[config.mk]
export PLATFORM = sky130hd
export DESIGN_NAME = token_scanner
export DESIGN_NICKNAME = d
export VERILOG_FILES = /design/src/hdl/tsc_pkg.sv /design/src/hdl/tsc_front.sv /design/src/hdl/tsc_queue.sv /design/src/hdl/tsc_back.sv /design/src/hdl/token_scanner.sv
export VERILOG_INCLUDE_DIRS = /design/src /design/src/hdl
export SDC_FILE = /design/constraint.sdc
export NUM_CORES = 1
export LEC_CHECK = 0
export ABC_AREA = 1
export BUFFER_PORTS_ARGS = -buffer_cell sky130_fd_sc_hd__buf_4
export CAP_MARGIN = 20
export CORE_ASPECT_RATIO = 1.25
export CORE_UTILIZATION = 49
export CTS_CLUSTER_DIAMETER = 200
export CTS_CLUSTER_SIZE = 12
export DETAILED_ROUTE_END_ITERATION = 12
export PLACE_DENSITY_LB_ADDON = 0.1
export SLEW_MARGIN = 40
export SYNTH_ARGS = -nofsm -noshare
export SYNTH_HDL_FRONTEND = slang
export SYNTH_SLANG_ARGS = --single-unit
export TNS_END_PERCENT = 5
[constraint.sdc]
create_clock -name clk -period 5.81 [get_ports clk]
set_clock_uncertainty 0.1 [all_clocks]
set_input_delay 0.2905 -clock clk [delete_from_list [all_inputs] [get_ports clk]]
set_output_delay 0.2905 -clock clk [all_outputs]
set_load 0.05 [all_outputs]
[src/hdl/token_scanner_defines.svh]
`ifndef TOKEN_SCANNER_DEFINES_SVH
`define TOKEN_SCANNER_DEFINES_SVH

// Checks a condition against a consequence in the same cycle.
`define TSC_ASSERT_IMP(name, ante, cons, msg) \
	name: assert property (@(posedge clk) disable iff (!arst_n) (ante) |-> (cons)) \
	else $error(msg);

// Checks a condition against a consequence in the next cycle.
`define TSC_ASSERT_NEXT(name, ante, cons, msg) \
	name: assert property (@(posedge clk) disable iff (!arst_n) (ante) |=> (cons)) \
	else $error(msg);

`endif

[src/hdl/tsc_pkg.sv]
package tsc_pkg;

	localparam int TSC_MAX_LEN = 32;
	localparam int TSC_LEN_W = 6;
	localparam int TSC_WIN = 6;
	localparam int TSC_Q_DEPTH = 4;
	localparam int TSC_NUM_KW = 11;

	// Token kinds.
	localparam logic [5:0] K_END = 6'd0;
	localparam logic [5:0] K_ERR = 6'd1;
	localparam logic [5:0] K_LPAR = 6'd2;
	localparam logic [5:0] K_RPAR = 6'd3;
	localparam logic [5:0] K_LBRACE = 6'd4;
	localparam logic [5:0] K_RBRACE = 6'd5;
	localparam logic [5:0] K_SEMI = 6'd6;
	localparam logic [5:0] K_COMMA = 6'd7;
	localparam logic [5:0] K_COLON = 6'd8;
	localparam logic [5:0] K_MUL = 6'd9;
	localparam logic [5:0] K_GT = 6'd10;
	localparam logic [5:0] K_LT = 6'd11;
	localparam logic [5:0] K_LE = 6'd12;
	localparam logic [5:0] K_NOT = 6'd13;
	localparam logic [5:0] K_NE = 6'd14;
	localparam logic [5:0] K_ASSIGN = 6'd15;
	localparam logic [5:0] K_EQ = 6'd16;
	localparam logic [5:0] K_PLUS = 6'd17;
	localparam logic [5:0] K_INC = 6'd18;
	localparam logic [5:0] K_OR = 6'd19;
	localparam logic [5:0] K_AND = 6'd20;
	localparam logic [5:0] K_CHAR_LIT = 6'd21;
	localparam logic [5:0] K_STR_LIT = 6'd22;
	localparam logic [5:0] K_IDENT = 6'd23;
	localparam logic [5:0] K_NUMBER = 6'd24;
	localparam logic [5:0] K_MINUS = 6'd25;
	localparam logic [5:0] K_KW_BASE = 6'd26;

	// Character codes.
	localparam logic [7:0] CH_TAB = 8'h09;
	localparam logic [7:0] CH_NL = 8'h0A;
	localparam logic [7:0] CH_SP = 8'h20;
	localparam logic [7:0] CH_BANG = 8'h21;
	localparam logic [7:0] CH_DQUOTE = 8'h22;
	localparam logic [7:0] CH_AMP = 8'h26;
	localparam logic [7:0] CH_SQUOTE = 8'h27;
	localparam logic [7:0] CH_LPAR = 8'h28;
	localparam logic [7:0] CH_RPAR = 8'h29;
	localparam logic [7:0] CH_STAR = 8'h2A;
	localparam logic [7:0] CH_PLUS = 8'h2B;
	localparam logic [7:0] CH_COMMA = 8'h2C;
	localparam logic [7:0] CH_MINUS = 8'h2D;
	localparam logic [7:0] CH_DOT = 8'h2E;
	localparam logic [7:0] CH_0 = 8'h30;
	localparam logic [7:0] CH_9 = 8'h39;
	localparam logic [7:0] CH_SEMI = 8'h3B;
	localparam logic [7:0] CH_LT = 8'h3C;
	localparam logic [7:0] CH_EQ = 8'h3D;
	localparam logic [7:0] CH_GT = 8'h3E;
	localparam logic [7:0] CH_UA = 8'h41;
	localparam logic [7:0] CH_UZ = 8'h5A;
	localparam logic [7:0] CH_USCORE = 8'h5F;
	localparam logic [7:0] CH_LA = 8'h61;
	localparam logic [7:0] CH_LZ = 8'h7A;
	localparam logic [7:0] CH_LBRACE = 8'h7B;
	localparam logic [7:0] CH_BAR = 8'h7C;
	localparam logic [7:0] CH_RBRACE = 8'h7D;

	// Keywords, left-justified, first character in the top byte.
	localparam logic [47:0] KW_TEXT [TSC_NUM_KW] = '{
		{"int", 24'h0}, {"char", 16'h0}, {"if", 32'h0}, {"else", 16'h0},
		"switch", {"case", 16'h0}, {"while", 8'h0}, {"for", 24'h0},
		"return", {"in", 32'h0}, {"out", 24'h0}
	};
	localparam int KW_LEN [TSC_NUM_KW] = '{3, 4, 2, 4, 6, 4, 5, 3, 6, 2, 3};

	typedef enum logic [3:0] {
		M_IDLE, M_LT, M_NOT, M_EQ, M_PLUS, M_OR, M_AND,
		M_CQ, M_CCH, M_STR, M_ID, M_MINUS, M_NUM
	} mode_t;

	typedef enum logic [1:0] {
		B_IDLE, B_SEND, B_FETCH
	} back_state_t;

	typedef struct packed {
		logic [5:0] kind;
		logic is_val;
		logic [TSC_LEN_W-1:0] len;
		logic trunc;
		logic last;
	} cmd_t;

	typedef struct packed {
		logic v0;
		logic v1;
		cmd_t c0;
		cmd_t c1;
	} q_push_t;

	typedef struct packed {
		logic hit;
		logic [5:0] kind;
	} kw_res_t;

	function automatic logic is_digit(input logic [7:0] c);
		return (c >= CH_0) && (c <= CH_9);
	endfunction

	function automatic logic is_letter(input logic [7:0] c);
		return ((c >= CH_UA) && (c <= CH_UZ)) || (c == CH_USCORE) ||
			((c >= CH_LA) && (c <= CH_LZ));
	endfunction

	function automatic cmd_t mk_plain(input logic [5:0] kind);
		cmd_t c;
		c = '0;
		c.kind = kind;
		return c;
	endfunction

	function automatic cmd_t mk_value(input logic [5:0] kind,
			input logic [TSC_LEN_W-1:0] len, input logic trunc);
		cmd_t c;
		c = '0;
		c.kind = kind;
		c.is_val = 1'b1;
		c.len = len;
		c.trunc = trunc;
		return c;
	endfunction

	// Compares the first bytes of a token against the keyword list.
	function automatic kw_res_t kw_lookup(input logic [47:0] word,
			input logic [TSC_LEN_W-1:0] len);
		kw_res_t r;
		logic [47:0] mask;
		r = '0;
		for (int k = 0; k < TSC_NUM_KW; k++) begin
			mask = 48'hFFFF_FFFF_FFFF << (8 * (TSC_WIN - KW_LEN[k]));
			if (!r.hit && (len == TSC_LEN_W'(KW_LEN[k])) &&
					(((word ^ KW_TEXT[k]) & mask) == '0)) begin
				r.hit = 1'b1;
				r.kind = K_KW_BASE + 6'(k);
			end
		end
		return r;
	endfunction

endpackage

[src/hdl/tsc_front.sv]
module tsc_front import tsc_pkg::*; #(
	parameter int MAX_LEN = TSC_MAX_LEN,
	localparam int IDX_W = $clog2(MAX_LEN)
) (
	input logic clk,
	input logic arst_n,
	input logic in_valid,
	output logic in_ready,
	input logic [7:0] in_char,
	input logic end_mark,
	input logic q_room,
	output q_push_t push,
	input logic drain_done,
	input logic [IDX_W-1:0] rd_addr,
	output logic [7:0] rd_data
);

	mode_t mode_q, mode_d, mode_n;
	logic [TSC_LEN_W-1:0] len_q;
	logic ovf_q;
	logic [7:0] win_q [TSC_WIN];
	logic pend_q;
	logic app_pend_q;
	logic [7:0] store [MAX_LEN];
	logic [7:0] rd_data_q;

	logic accept;
	logic id_v, id_clear, id_start;
	logic [5:0] id_kind;
	mode_t id_mode;
	logic c0v, rescan, do_clear, do_append;
	cmd_t c0;
	logic st_start, st_clear, st_append;
	logic e0v, e1v;
	cmd_t e0, e1;
	logic val_busy;
	logic room_left;
	kw_res_t kw;
	logic wr_en;
	logic [IDX_W-1:0] wr_addr;
	logic [7:0] wr_data;

	assign in_ready = q_room && !pend_q;
	assign accept = in_valid && in_ready;
	assign room_left = len_q < TSC_LEN_W'(MAX_LEN);
	assign kw = kw_lookup({win_q[0], win_q[1], win_q[2], win_q[3], win_q[4], win_q[5]},
		len_q);

	// Scan of the current character as if the mode were idle.
	always_comb begin
		id_v = 1'b0;
		id_kind = K_ERR;
		id_mode = M_IDLE;
		id_clear = 1'b0;
		id_start = 1'b0;
		if (end_mark) begin
			id_v = 1'b1;
			id_kind = K_END;
		end else begin
			unique case (in_char) inside
				CH_TAB, CH_NL, CH_SP: ;
				CH_LPAR: begin id_v = 1'b1; id_kind = K_LPAR; end
				CH_RPAR: begin id_v = 1'b1; id_kind = K_RPAR; end
				CH_LBRACE: begin id_v = 1'b1; id_kind = K_LBRACE; end
				CH_RBRACE: begin id_v = 1'b1; id_kind = K_RBRACE; end
				CH_SEMI: begin id_v = 1'b1; id_kind = K_SEMI; end
				CH_COMMA: begin id_v = 1'b1; id_kind = K_COMMA; end
				CH_DOT: begin id_v = 1'b1; id_kind = K_COLON; end
				CH_STAR: begin id_v = 1'b1; id_kind = K_MUL; end
				CH_GT: begin id_v = 1'b1; id_kind = K_GT; end
				CH_LT: id_mode = M_LT;
				CH_BANG: id_mode = M_NOT;
				CH_EQ: id_mode = M_EQ;
				CH_PLUS: id_mode = M_PLUS;
				CH_BAR: id_mode = M_OR;
				CH_AMP: id_mode = M_AND;
				CH_SQUOTE: begin id_mode = M_CQ; id_clear = 1'b1; end
				CH_DQUOTE: begin id_mode = M_STR; id_clear = 1'b1; end
				CH_MINUS: begin id_mode = M_MINUS; id_start = 1'b1; end
				default: begin
					if (is_letter(in_char)) begin
						id_mode = M_ID;
						id_start = 1'b1;
					end else if (is_digit(in_char)) begin
						id_mode = M_NUM;
						id_start = 1'b1;
					end else begin
						id_v = 1'b1;
						id_kind = K_ERR;
					end
				end
			endcase
		end
	end

	// Next mode and the token that the current mode finishes.
	always_comb begin
		mode_n = mode_q;
		c0v = 1'b0;
		c0 = mk_plain(K_ERR);
		rescan = 1'b0;
		do_clear = 1'b0;
		do_append = 1'b0;
		unique case (mode_q) inside
			M_LT, M_NOT, M_EQ, M_PLUS: begin
				c0v = 1'b1;
				if (!end_mark && (in_char == ((mode_q == M_PLUS) ? CH_PLUS : CH_EQ))) begin
					mode_n = M_IDLE;
					unique case (mode_q)
						M_LT: c0 = mk_plain(K_LE);
						M_NOT: c0 = mk_plain(K_NE);
						M_EQ: c0 = mk_plain(K_EQ);
						default: c0 = mk_plain(K_INC);
					endcase
				end else begin
					rescan = 1'b1;
					unique case (mode_q)
						M_LT: c0 = mk_plain(K_LT);
						M_NOT: c0 = mk_plain(K_NOT);
						M_EQ: c0 = mk_plain(K_ASSIGN);
						default: c0 = mk_plain(K_PLUS);
					endcase
				end
			end
			M_OR, M_AND: begin
				c0v = 1'b1;
				mode_n = M_IDLE;
				if (!end_mark && (in_char == ((mode_q == M_OR) ? CH_BAR : CH_AMP))) begin
					c0 = mk_plain((mode_q == M_OR) ? K_OR : K_AND);
				end else begin
					c0 = mk_plain(K_ERR);
					do_clear = 1'b1;
				end
			end
			M_CQ: begin
				if (end_mark || (in_char == CH_SQUOTE)) begin
					c0v = 1'b1;
					do_clear = 1'b1;
					mode_n = M_IDLE;
				end else begin
					do_append = 1'b1;
					mode_n = M_CCH;
				end
			end
			M_CCH: begin
				c0v = 1'b1;
				do_clear = 1'b1;
				mode_n = M_IDLE;
				if (!end_mark && (in_char == CH_SQUOTE)) begin
					c0 = mk_value(K_CHAR_LIT, len_q, ovf_q);
				end
			end
			M_STR: begin
				if (end_mark) begin
					c0v = 1'b1;
					do_clear = 1'b1;
					mode_n = M_IDLE;
				end else if (in_char == CH_DQUOTE) begin
					c0v = 1'b1;
					c0 = mk_value(K_STR_LIT, len_q, ovf_q);
					do_clear = 1'b1;
					mode_n = M_IDLE;
				end else begin
					do_append = 1'b1;
				end
			end
			M_ID: begin
				if (!end_mark && (is_letter(in_char) || is_digit(in_char))) begin
					do_append = 1'b1;
				end else begin
					c0v = 1'b1;
					c0 = (!ovf_q && kw.hit) ? mk_plain(kw.kind) :
						mk_value(K_IDENT, len_q, ovf_q);
					do_clear = 1'b1;
					rescan = 1'b1;
				end
			end
			M_MINUS: begin
				if (!end_mark && is_digit(in_char)) begin
					do_append = 1'b1;
					mode_n = M_NUM;
				end else begin
					c0v = 1'b1;
					c0 = mk_plain(K_MINUS);
					do_clear = 1'b1;
					rescan = 1'b1;
				end
			end
			M_NUM: begin
				if (!end_mark && is_digit(in_char)) begin
					do_append = 1'b1;
				end else begin
					c0v = 1'b1;
					c0 = mk_value(K_NUMBER, len_q, ovf_q);
					do_clear = 1'b1;
					rescan = 1'b1;
				end
			end
			default: rescan = 1'b1;
		endcase
		if (rescan) begin
			mode_n = id_mode;
		end
	end

	always_comb begin
		st_start = rescan && id_start;
		st_clear = do_clear || (rescan && id_clear);
		st_append = do_append;

		e0v = c0v || (rescan && id_v);
		e1v = c0v && rescan && id_v;
		e0 = c0v ? c0 : mk_plain(id_kind);
		e1 = mk_plain(id_kind);
		e0.last = !e1v;
		e1.last = 1'b1;

		push.v0 = accept && e0v;
		push.v1 = accept && e1v;
		push.c0 = e0;
		push.c1 = e1;

		// A value token still has to be read out of the store, so a new token's
		// first byte waits until the drain is over.
		val_busy = c0v && c0.is_val && (len_q != '0);

		mode_d = accept ? mode_n : mode_q;

		if (pend_q) begin
			wr_en = drain_done && app_pend_q;
			wr_addr = '0;
			wr_data = win_q[0];
		end else begin
			wr_en = accept && !val_busy && (st_start || (st_append && room_left));
			wr_addr = st_start ? '0 : len_q[IDX_W-1:0];
			wr_data = in_char;
		end
	end

	always_ff @(posedge clk or negedge arst_n) begin
		if (!arst_n) begin
			mode_q <= M_IDLE;
			len_q <= '0;
			ovf_q <= 1'b0;
			pend_q <= 1'b0;
			app_pend_q <= 1'b0;
		end else begin
			mode_q <= mode_d;
			if (accept) begin
				if (st_start) begin
					len_q <= TSC_LEN_W'(1);
					ovf_q <= 1'b0;
				end else if (st_clear) begin
					len_q <= '0;
					ovf_q <= 1'b0;
				end else if (st_append) begin
					if (room_left) begin
						len_q <= len_q + 1'b1;
					end else begin
						ovf_q <= 1'b1;
					end
				end
			end
			if (accept && val_busy) begin
				pend_q <= 1'b1;
				app_pend_q <= st_start;
			end else if (drain_done) begin
				pend_q <= 1'b0;
				app_pend_q <= 1'b0;
			end
		end
	end

	// The first bytes of a token are also kept in flops for keyword matching.
	always_ff @(posedge clk) begin
		if (accept) begin
			if (st_start) begin
				win_q[0] <= in_char;
			end else if (st_append && (len_q < TSC_LEN_W'(TSC_WIN))) begin
				win_q[len_q[$clog2(TSC_WIN)-1:0]] <= in_char;
			end
		end
	end

	always_ff @(posedge clk) begin
		if (wr_en) begin
			store[wr_addr] <= wr_data;
		end
		rd_data_q <= store[rd_addr];
	end

	assign rd_data = rd_data_q;

endmodule

[src/hdl/tsc_queue.sv]
`include "token_scanner_defines.svh"

module tsc_queue import tsc_pkg::*; (
	input logic clk,
	input logic arst_n,
	input q_push_t push,
	output logic room,
	output logic head_valid,
	output cmd_t head,
	input logic pop
);

	localparam int DEPTH = TSC_Q_DEPTH;
	localparam int PTR_W = $clog2(DEPTH);
	localparam int CNT_W = $clog2(DEPTH + 1);

	cmd_t entries_q [DEPTH];
	logic [PTR_W-1:0] wr_ptr_q, rd_ptr_q;
	logic [CNT_W-1:0] cnt_q;
	logic [PTR_W-1:0] wr_ptr_1;

	assign wr_ptr_1 = wr_ptr_q + 1'b1;
	assign room = cnt_q <= CNT_W'(DEPTH - 2);
	assign head_valid = cnt_q != '0;
	assign head = entries_q[rd_ptr_q];

	always_ff @(posedge clk) begin
		if (push.v0) begin
			entries_q[wr_ptr_q] <= push.c0;
		end
		if (push.v1) begin
			entries_q[wr_ptr_1] <= push.c1;
		end
	end

	always_ff @(posedge clk or negedge arst_n) begin
		if (!arst_n) begin
			wr_ptr_q <= '0;
			rd_ptr_q <= '0;
			cnt_q <= '0;
		end else begin
			wr_ptr_q <= wr_ptr_q + PTR_W'(push.v0) + PTR_W'(push.v1);
			rd_ptr_q <= rd_ptr_q + PTR_W'(pop);
			cnt_q <= cnt_q + CNT_W'(push.v0) + CNT_W'(push.v1) - CNT_W'(pop);
		end
	end

	`TSC_ASSERT_IMP(a_push_room, push.v0, cnt_q <= CNT_W'(DEPTH - 2), "queue overrun")
	`TSC_ASSERT_IMP(a_pop_nonempty, pop, cnt_q != '0, "pop from empty queue")
	`TSC_ASSERT_IMP(a_pair_order, push.v1, push.v0, "second entry without first")

endmodule

[src/hdl/tsc_back.sv]
`include "token_scanner_defines.svh"

module tsc_back import tsc_pkg::*; #(
	parameter int MAX_LEN = TSC_MAX_LEN,
	localparam int IDX_W = $clog2(MAX_LEN)
) (
	input logic clk,
	input logic arst_n,
	input logic head_valid,
	input cmd_t head,
	output logic pop,
	output logic drain_done,
	output logic [IDX_W-1:0] rd_addr,
	input logic [7:0] rd_data,
	output logic m_tvalid,
	input logic m_tready,
	output logic [7:0] m_tdata,
	output logic [8:0] m_tuser,
	output logic m_tlast
);

	back_state_t state_q, state_d;
	logic [IDX_W-1:0] idx_q, idx_d;
	cmd_t cur_q, cur_d;
	logic ov_q;
	logic [5:0] o_kind_q;
	logic [7:0] o_byte_q;
	logic o_bv_q, o_done_q, o_trunc_q, o_last_q;

	logic out_free, fin, load;
	logic [5:0] ld_kind;
	logic [7:0] ld_byte;
	logic ld_bv, ld_done, ld_trunc, ld_last;

	assign out_free = !ov_q || m_tready;
	assign fin = (TSC_LEN_W'(idx_q) + 1'b1) == cur_q.len;
	assign rd_addr = idx_q;

	always_comb begin
		state_d = state_q;
		idx_d = idx_q;
		cur_d = cur_q;
		pop = 1'b0;
		drain_done = 1'b0;
		load = 1'b0;
		ld_kind = cur_q.kind;
		ld_byte = '0;
		ld_bv = 1'b0;
		ld_done = 1'b1;
		ld_trunc = 1'b0;
		ld_last = 1'b0;
		unique case (state_q)
			B_IDLE: begin
				if (head_valid && out_free) begin
					pop = 1'b1;
					if (head.is_val && (head.len != '0)) begin
						cur_d = head;
						state_d = B_SEND;
					end else begin
						load = 1'b1;
						ld_kind = head.kind;
						ld_trunc = head.trunc;
						ld_last = head.last;
					end
				end
			end
			B_SEND: begin
				if (out_free) begin
					load = 1'b1;
					ld_byte = rd_data;
					ld_bv = 1'b1;
					ld_done = fin;
					ld_trunc = cur_q.trunc;
					ld_last = fin && cur_q.last;
					if (fin) begin
						state_d = B_IDLE;
						idx_d = '0;
						drain_done = 1'b1;
					end else begin
						idx_d = idx_q + 1'b1;
						state_d = B_FETCH;
					end
				end
			end
			// The store read register has to take in the new address before the next byte is sent.
			B_FETCH: state_d = B_SEND;
			default: state_d = B_IDLE;
		endcase
	end

	always_ff @(posedge clk or negedge arst_n) begin
		if (!arst_n) begin
			state_q <= B_IDLE;
			idx_q <= '0;
			ov_q <= 1'b0;
		end else begin
			state_q <= state_d;
			idx_q <= idx_d;
			if (load) begin
				ov_q <= 1'b1;
			end else if (m_tready) begin
				ov_q <= 1'b0;
			end
		end
	end

	always_ff @(posedge clk) begin
		cur_q <= cur_d;
		if (load) begin
			o_kind_q <= ld_kind;
			o_byte_q <= ld_byte;
			o_bv_q <= ld_bv;
			o_done_q <= ld_done;
			o_trunc_q <= ld_trunc;
			o_last_q <= ld_last;
		end
	end

	assign m_tvalid = ov_q;
	assign m_tdata = o_byte_q;
	assign m_tuser = {o_trunc_q, o_done_q, o_bv_q, o_kind_q};
	assign m_tlast = o_last_q;

	`TSC_ASSERT_IMP(a_send_in_range, state_q == B_SEND, TSC_LEN_W'(idx_q) < cur_q.len,
		"store read beyond token length")
	`TSC_ASSERT_NEXT(a_done_to_idle, drain_done, state_q == B_IDLE, "drain did not finish")

endmodule

[src/hdl/token_scanner.sv]
// Channel  Direction  tdata            tuser                               tlast
// s_*      in         in_char          end_mark                            -
// m_*      out        value_byte       token_kind, byte_valid,             last
//                                      token_done, value_truncated
//
// An input character is taken when the command queue has room for two entries.
// Plain tokens leave at one per cycle while the output is ready; a value token drains byte by byte
// through the single read port of the value store, and input is held off until its drain ends.
// Reset clears the scan mode, the token length, the queue pointers and the output valid flag; the
// value store itself is not cleared. A stalled output fills the queue, then stops input.
module token_scanner import tsc_pkg::*; #(
	parameter int MAX_LEN = TSC_MAX_LEN,
	localparam int IDX_W = $clog2(MAX_LEN)
) (
	input logic clk,
	input logic arst_n,
	input logic s_tvalid,
	output logic s_tready,
	input logic [7:0] s_tdata,    // [7:0] in_char
	input logic s_tuser,          // [0] end_mark
	output logic m_tvalid,
	input logic m_tready,
	output logic [7:0] m_tdata,   // [7:0] value_byte
	output logic [8:0] m_tuser,   // [5:0] token_kind, [6] byte_valid, [7] token_done,
	                              // [8] value_truncated
	output logic m_tlast
);

	q_push_t push;
	logic q_room;
	logic head_valid;
	cmd_t head;
	logic pop;
	logic drain_done;
	logic [IDX_W-1:0] rd_addr;
	logic [7:0] rd_data;

	tsc_front #(.MAX_LEN(MAX_LEN)) u_front (
		.clk(clk),
		.arst_n(arst_n),
		.in_valid(s_tvalid),
		.in_ready(s_tready),
		.in_char(s_tdata),
		.end_mark(s_tuser),
		.q_room(q_room),
		.push(push),
		.drain_done(drain_done),
		.rd_addr(rd_addr),
		.rd_data(rd_data)
	);

	tsc_queue u_queue (
		.clk(clk),
		.arst_n(arst_n),
		.push(push),
		.room(q_room),
		.head_valid(head_valid),
		.head(head),
		.pop(pop)
	);

	tsc_back #(.MAX_LEN(MAX_LEN)) u_back (
		.clk(clk),
		.arst_n(arst_n),
		.head_valid(head_valid),
		.head(head),
		.pop(pop),
		.drain_done(drain_done),
		.rd_addr(rd_addr),
		.rd_data(rd_data),
		.m_tvalid(m_tvalid),
		.m_tready(m_tready),
		.m_tdata(m_tdata),
		.m_tuser(m_tuser),
		.m_tlast(m_tlast)
	);

endmodule

Yosys cells after proc, flatten, opt, wreduce, memory -nomap -nowiden
Memories as Yosys holds them, arrays and structs flattened. A register that Yosys moved wholly into a read port is not among the register bits.
Cells that the tools add are included.
{"block": "word_totals", "n_memories": 3, "in_bits": 13, "out_inout_bits": 20, "register_bits": 60, "wordCells": 342, "ram_bits": 364}
{"block": "op_classes", "order_cmp": 9, "muxes": 125, "bitwise": 11, "n_reduce_logical": 112, "add_sub_neg": 10, "n_eq_ne": 51}
{"name": "u_front.store", "words": 32, "width": 8, "rd": 1, "rd_ports_with_merged_regs": 1, "write_ports": 1, "line_no": "tsc_front.sv:24", "text": "logic [7:0] store [MAX_LEN];"}
{"name": "u_queue.entries_q", "words": 4, "width": 15, "rd": 1, "rd_ports_with_merged_regs": 0, "write_ports": 2, "line_no": "tsc_queue.sv:17", "text": "cmd_t entries_q [DEPTH];"}
{"name": "u_front.win_q", "words": 6, "width": 8, "rd": 6, "rd_ports_with_merged_regs": 0, "write_ports": 1, "line_no": "tsc_front.sv:21", "text": "logic [7:0] win_q [TSC_WIN];"}
{"operator": "$logic_not 48->1", "n": 11}
{"operator": "$eq 8x6->1 const B", "n": 16}
{"operator": "$pmux 15 s7", "n": 1}
{"operator": "$mux 15", "n": 6}
{"operator": "$mux 7", "n": 12}
{"operator": "$pmux 14 s3", "n": 2}
{"operator": "$mux 1", "n": 58}
{"operator": "$mux 14", "n": 4}
{"operator": "$not 26->26", "n": 2}
{"operator": "$logic_and 1x1->1", "n": 50}
{"operator": "$mux 6", "n": 8}
{"operator": "$pmux 4 s10", "n": 1}
{"operator": "$mux 4", "n": 9}
{"operator": "$pmux 4 s9", "n": 1}
{"operator": "$eq 8x7->1 const B", "n": 4}
{"operator": "$not 14->14", "n": 2}
{"operator": "$reduce_or 12->1", "n": 2}
{"operator": "$not 21->21", "n": 1}
{"operator": "$eq 4x4->1 const B", "n": 5}
{"operator": "$mux 5", "n": 4}
{"operator": "$pmux 4 s5", "n": 1}
{"operator": "$reduce_or 20->1", "n": 1}
{"operator": "$eq 6x3->1 const B", "n": 3}
{"operator": "$reduce_bool 6->1", "n": 3}
{"operator": "56 further kinds", "n": 111}

Depth between registers and ports, before layout
An unclocked memory read counts as a cell.
{"block": "depth", "ltp_word": 57, "ltp_mapped": 22, "mapped_depth_nobuf": 22}

By module
From an unflattened synthesis, not the netlist that was laid out.
{"block": "hier_totals", "cells_unflattened": 2004, "area_unflattened_um2": 20435.8}
{"mod": "tsc_front", "instances": 1, "cells_each": 1361, "area_per_inst_um2": 14820.5, "seq_area_each_um2": 9614.2}
{"mod": "tsc_queue", "instances": 1, "cells_each": 474, "area_per_inst_um2": 3814.9, "seq_area_each_um2": 1976.9}
{"mod": "tsc_back", "instances": 1, "cells_each": 169, "area_per_inst_um2": 1800.5, "seq_area_each_um2": 1161.1}

Least setup slack after synthesis
OpenSTA, ideal clock, no wires.
{"block": "synth_timing", "path_kind": "register -> register", "startpoint": "reg u_front.mode_q[0]", "endpoint": "reg u_queue.cnt_q[2]", "n_path_buf": 0, "setup_ns": 0.123, "required_time_ns": 5.587, "path_stages_with_launch": 19, "slack_ns": 2.555, "arrival_ns": 3.033, "period_less_slack_ns": 3.255, "path_cell_list": "dfrtp_1 nor2_1 inv_1 nor3_1 or2_2 nand2_1 inv_2 nor2_4 nand2_2 nor2_2 nand2_2 nand2_2 nand2_4 clkinv_8 ha_1 inv_1 fa_1 fa_1 xnor2_1"}
{"block": "synth_via", "elab_chain_len": 12, "word_cells_on_any_way": 31, "classes_between": "3 x add/sub; 13 x eq/ne; 4 x mux; 11 x reduce/logical"}
{"item": "start, declared", "line_no": "tsc_front.sv:18", "text": "mode_t mode_q, mode_d, mode_n;"}
{"item": "start signal, assigned", "line_no": "tsc_front.sv:248", "text": "mode_q <= mode_d;"}
{"item": "$eq 4x3->1", "line_no": "tsc_front.sv:107", "text": "if (!end_mark && (in_char == ((mode_q == M_PLUS) ? CH_PLUS : CH_EQ))) begin"}
{"item": "$mux 5", "line_no": "tsc_front.sv:107"}
{"item": "$eq 8x8->1", "line_no": "tsc_front.sv:107"}
{"item": "$logic_and 1x1->1", "line_no": "tsc_front.sv:107"}
{"item": "$mux 1", "line_no": "tsc_front.sv:107"}
{"item": "$pmux 1 s4", "line_no": "tsc_front.sv:104", "text": "unique case (mode_q) inside"}
{"item": "$logic_and 1x1->1", "line_no": "tsc_front.sv:211", "text": "e0v = c0v || (rescan && id_v);"}
{"item": "$logic_or 1x1->1", "line_no": "tsc_front.sv:211"}
{"item": "$logic_and 1x1->1", "line_no": "tsc_front.sv:218", "text": "push.v0 = accept && e0v;"}
{"item": "$add 3x1->3", "line_no": "tsc_queue.sv:44", "text": "cnt_q <= cnt_q + CNT_W'(push.v0) + CNT_W'(push.v1) - CNT_W'(pop);"}
{"item": "$add 3x1->3 (*)", "line_no": "tsc_queue.sv:44"}
{"item": "$sub 3x1->3 (*)", "line_no": "tsc_queue.sv:44"}
{"item": "end signal, assigned", "line_no": "tsc_queue.sv:44"}
{"item": "end, declared", "line_no": "tsc_queue.sv:19", "text": "logic [CNT_W-1:0] cnt_q;"}
Every way passes the cells marked *; elsewhere a longest branch is shown, timed or not.
A chain may end at the register's enable or synchronous reset.

Final worst setup path
{"block": "layout_timing", "startpoint": "reg u_front.len_q[2]", "endpoint": "mem u_front.store[23][4], enable pin"}
{"block": "layout_via", "elab_chain_len": 55, "word_cells_on_any_way": 65, "classes_between": "1 x order compare; 5 x eq/ne; 19 x mux; 40 x reduce/logical"}
{"item": "start, declared", "line_no": "tsc_front.sv:19", "text": "logic [TSC_LEN_W-1:0] len_q;"}
{"item": "start signal, assigned", "line_no": "tsc_front.sv:258", "text": "len_q <= len_q + 1'b1;"}
{"item": "$eq 6x2->1", "line_no": "tsc_pkg.sv:140", "text": "if (!r.hit && (len == TSC_LEN_W'(KW_LEN[k])) &&"}
{"item": "$logic_and 1x1->1", "line_no": "tsc_pkg.sv:140"}
{"item": "$mux 7", "line_no": "tsc_pkg.sv:140"}
{"item": "$logic_not 1->1", "line_no": "tsc_pkg.sv:140"}
{"item": "$logic_and 1x1->1 (2 in series)", "line_no": "tsc_pkg.sv:140"}
{"item": "$mux 7", "line_no": "tsc_pkg.sv:140"}
{"item": "$logic_not 1->1", "line_no": "tsc_pkg.sv:140"}
{"item": "$logic_and 1x1->1 (2 in series)", "line_no": "tsc_pkg.sv:140"}
{"item": "[35 not listed]"}
{"item": "$mux 15", "line_no": "tsc_front.sv:168", "text": "if (!end_mark && (is_letter(in_char) || is_digit(in_char))) begin"}
{"item": "$pmux 15 s7", "line_no": "tsc_front.sv:104"}
{"item": "$logic_and 1x1->1 (2 in series)", "line_no": "tsc_front.sv:225", "text": "val_busy = c0v && c0.is_val && (len_q != '0);"}
{"item": "$logic_not 1->1", "line_no": "tsc_front.sv:234", "text": "wr_en = accept && !val_busy && (st_start || (st_append && room_left));"}
{"item": "$logic_and 1x1->1 (2 in series)", "line_no": "tsc_front.sv:234"}
{"item": "$mux 1", "line_no": "tsc_front.sv:229", "text": "if (pend_q) begin"}
{"item": "$mux 1", "line_no": "tsc_front.sv:286", "text": "if (wr_en) begin"}
{"item": "$mux 1 (not written as such)", "line_no": "tsc_front.sv:287", "text": "store[wr_addr] <= wr_data;"}
{"item": "end, declared", "line_no": "tsc_front.sv:24"}
Parallel ways exist; a longest one is shown, timed or not.

==> flow_summary.yaml <==
status:
  outcome: "finished, final reports clean"
synthesis:
  synth-seq-cells: 432
  synthTopCellsByCount: "edfxtp_1 (352), nand2_1 (351), nor2_1 (336), o21ai_0 (217), inv_1 (136)"
  synth_area_leaders: "edfxtp_1 (55%), nand2_1 (6.8%), nor2_1 (6.5%)"
  synth_top_cell_by_area: "edfxtp_1"
  ys_seq_area_share_pct: 63.9
  synth-edff-count: 352
  yosys_warnings: 0
  post-synth-top-count-cell: "edfxtp_1"
  async_flop_share_pct: 6.48
  synthesis.nets: 1945
  ys_types: 55
  syn_inst: 1921
  synth_top_area_share_pct: 54.8
  synth_ff_type: "edfxtp_1"
  netlist_area_um2: 19300
  synth_area_per_cell_um2: 10.0
floorplanning:
  io_pins: 33
  rows: 80
  initial_core_util_pct: 50.2
  die_x_um: 179
  dieArea_um2: 40100
  die_h_um: 224
  coreArea_um2: 38400
global_routing:
  grt_busiest_layer: "met2"
  grt_max_degree: 72
  gr-usage-met2_pct: 45.8
  antenna_found_initial: 0
  met3_usage_pct: 3.15
  grt-ovfl-total: 0
  grt_pass1_wl_mm: 80.0
  gr-usage-all-layers_pct: 26.0
  grt_pass1_vias: 14069
  gr-usage-met1_pct: 32.7
timing:
  report.final.slew_viol_count: 0
  worst-slew-pin-transition_ns: 0.832
  finalCriticalPeriod_ns: 4.45
  fmax_mhz: 225
  grt_setup_unrepaired: "false"
  setup-violations-final: 0
  maxSlewHeadroom_pct: 44.4
  hold_violations: 0
  period_share_pct: 76.6
  setup_ws_ns: 1.36
  tns_ns: 0
run:
  max_cap_violations: 0
worst_setup_path:
  critPathLaunchType: "flop"
  crit_arrival_ns: 4.53
  critical_path_required_ns: 5.89
  crit_path_cell_trace: "inv_1 > nand2_1 > nor2_1 > nand3_1 > nor4_1 > nor2_1 > nand4_1 > nand2_1 > nand2_1 > nand2_1 > buf_4 > nand2_1 > nand2_1 > nand2_1 > nand2_1 > nor2_1"
  slowest_delay_ns: 0.72
  slowest_stage: "nor2_1"
  criticalPathCategory: "flop to flop"
  crit_top_cell: "nand2_1"
  endpoint_kind: "flop"
  crit_fanout: 30
place:
  place.gp.congestion: 0.941
  post-place-ws_ns: 1.37
  portBuffers: 32
  placed_area_um2: 19900
  dp.final_hpwl_mm: 34.8
  post-place-cells: 2372
drt:
  postRouteWirelength_mm: 51.0
  wl_per_cell_um: 20.8
  vias_per_cell: 5.70
  drt_iter0_markers: 1266
  dr.pass1.iters: 6
  ant_nets: 0
  vias: 13969
  drc: 0
pwr:
  peakVddDrop_mv: 0.300
  p_leak_nw: 7.99
  p_total_mw: 10.6
  power_density_nw_per_um2: 499
clock_tree:
  cts-htree-levels: 2
  clock_latency_ns: 0.55
  cts_tree: "yes"
  clk_path_buf_depth: 3
  cts_sinks: 432
  root_buffer: "clkbuf_16"
  clk_pin_slew_ns: 0.06
  numCtsBuffers: 41
layout:
  num-nets-final: 1956
  multi_input_area_um2: 6050
  layout-area-overhead-vs-synth_pct: 9.96
  antenna_cells: 0
  drive_above_1_share_pct: 7.97
  nFillCells: 3434
  seq_area_um2: 12300
  stdcell_count: 2449
  fin_area_um2: 21200
worst_hold_path:
  hp-class: "input pin to flop"
-- area by class of cell --
cell class              count  share of cell area [%]
clock buffers              67                    5.50
clock inverters             1                  0.0413
inverters                 151                    2.74
multi-input cells        1248                    28.5
flip-flops and latches    432                    58.1
well taps                 492                    2.90
repair buffers             58                    2.16
-- repair_timing --
item	4_1_cts	5_1_grt
buffers inserted	0	0
endpoints found under the setup margin	0	0
resized for setup	0	0
hold buffers	9	0
endpoints found under the hold margin	76	0
-- routing by layer --
layer | part of all wire, % | up-vias
li1 | - | 6661
met1 | 41 | 6756
met2 | 50 | 443
met3 | 4.8 | 109
met4 | 3.7 | 0
met5 | 0 | -
-- power breakdown --
group / internal (mW) / total, mW / leakage [nW] / switching, mW
sequential: 3.97 / 4.30 / 3.97 / 0.329
clock: 1.36 / 2.46 / 0.563 / 1.10
combinational: 1.02 / 3.81 / 3.46 / 2.79
-- placed cells by master (no fill, tap or decap), types with 12 or more instances in the layout --
master and count:
nand3_1 76, nor2_1 333, edfxtp_1 352, clkbuf_16 43
o22ai_1 89, buf_4 49, inv_1 134, a21oi_1 17
dfrtp_1 25, nand2_1 351, nand4_1 30, nor3_1 23
inv_2 12, clkbuf_1 24, o21ai_0 209, dfxtp_1 52
-- path summary, 6_finish.rpt --
kind,start,end,slack (ns),cells past startpoint
worst min register to register,u_queue.entries_q[1][2]$_SDFFE_PP0P_,u_queue.entries_q[1][2]$_SDFFE_PP0P_,0.34,2
max in group asynchronous,arst_n,u_back.rd_addr[0]$_DFFE_PN0P_,5.11,2
min in group asynchronous,arst_n,u_front.len_q[5]$_DFFE_PN0P_,0.13,2
worst max-delay path,u_front.len_q[2]$_DFFE_PN0P_,u_front.store[23][4]$_DFFE_PP_,1.36,16
worst max register to register,u_front.len_q[2]$_DFFE_PN0P_,u_front.store[23][4]$_DFFE_PP_,1.36,16
worst min-delay path,m_tready,u_back.m_tvalid$_DFFE_PN0P_,0.04,4
-- state kept, by name (all words and copies together), names as in the netlist --
| register | flops |
|---|---|
| u_back.cur_q | 14 |
| u_back.m_tdata | 8 |
| u_back.m_tlast | 1 |
| u_back.m_tvalid | 1 |
| u_back.o_bv_q | 1 |
| u_back.o_done_q | 1 |
| u_back.o_kind_q | 6 |
| u_back.o_trunc_q | 1 |
| u_back.rd_addr | 5 |
| u_back.state_q | 2 |
| u_front.app_pend_q | 1 |
| u_front.len_q | 6 |
| u_front.mode_q | 4 |
| u_front.ovf_q | 1 |
| u_front.pend_q | 1 |
| u_front.rd_data | 8 |
| u_front.store | 256 |
| u_front.win_q | 48 |
| u_queue.cnt_q | 3 |
| u_queue.entries_q | 60 |
| u_queue.rd_ptr_q | 2 |
| u_queue.wr_ptr_q | 2 |
-- through the flow --
| stage | hold WS, ns | util (%) |
|---|---|---|
| 2_1_floorplan | -0.105 | - |
| 3_3_place_gp | 0.159 | 51.8 |
| 3_5_place_dp | 0.167 | 51.9 |
| 4_1_cts | 0.0234 | 55.1 |
| 5_1_grt | 0.0705 | 55.1 |
| 6_report | 0.0438 | 55.1 |
-- worst max-delay path, delay by kind of cell (launching register included) --
family                 cells  cell delay [ns]
flip-flops                 1             0.56
AND/OR/NAND/NOR           14             2.91
buffers and inverters      2             0.50
-- logic make-up (layout without fill, tap and decap cells) --
family | count (synthesis) | after routing | synth area share [%]
AND/OR/NAND/NOR | 866 | 866 | 19.3
XOR/XNOR | 13 | 13 | 0.591
flip-flops | 432 | 432 | 63.9
buffers and inverters | 241 | 277 | 5.01
AO/OA/AOI/OAI | 358 | 358 | 10.4
adder cells (fa/ha/maj) | 11 | 11 | 0.831
Note: power is estimated with default switching activity, not from simulation.
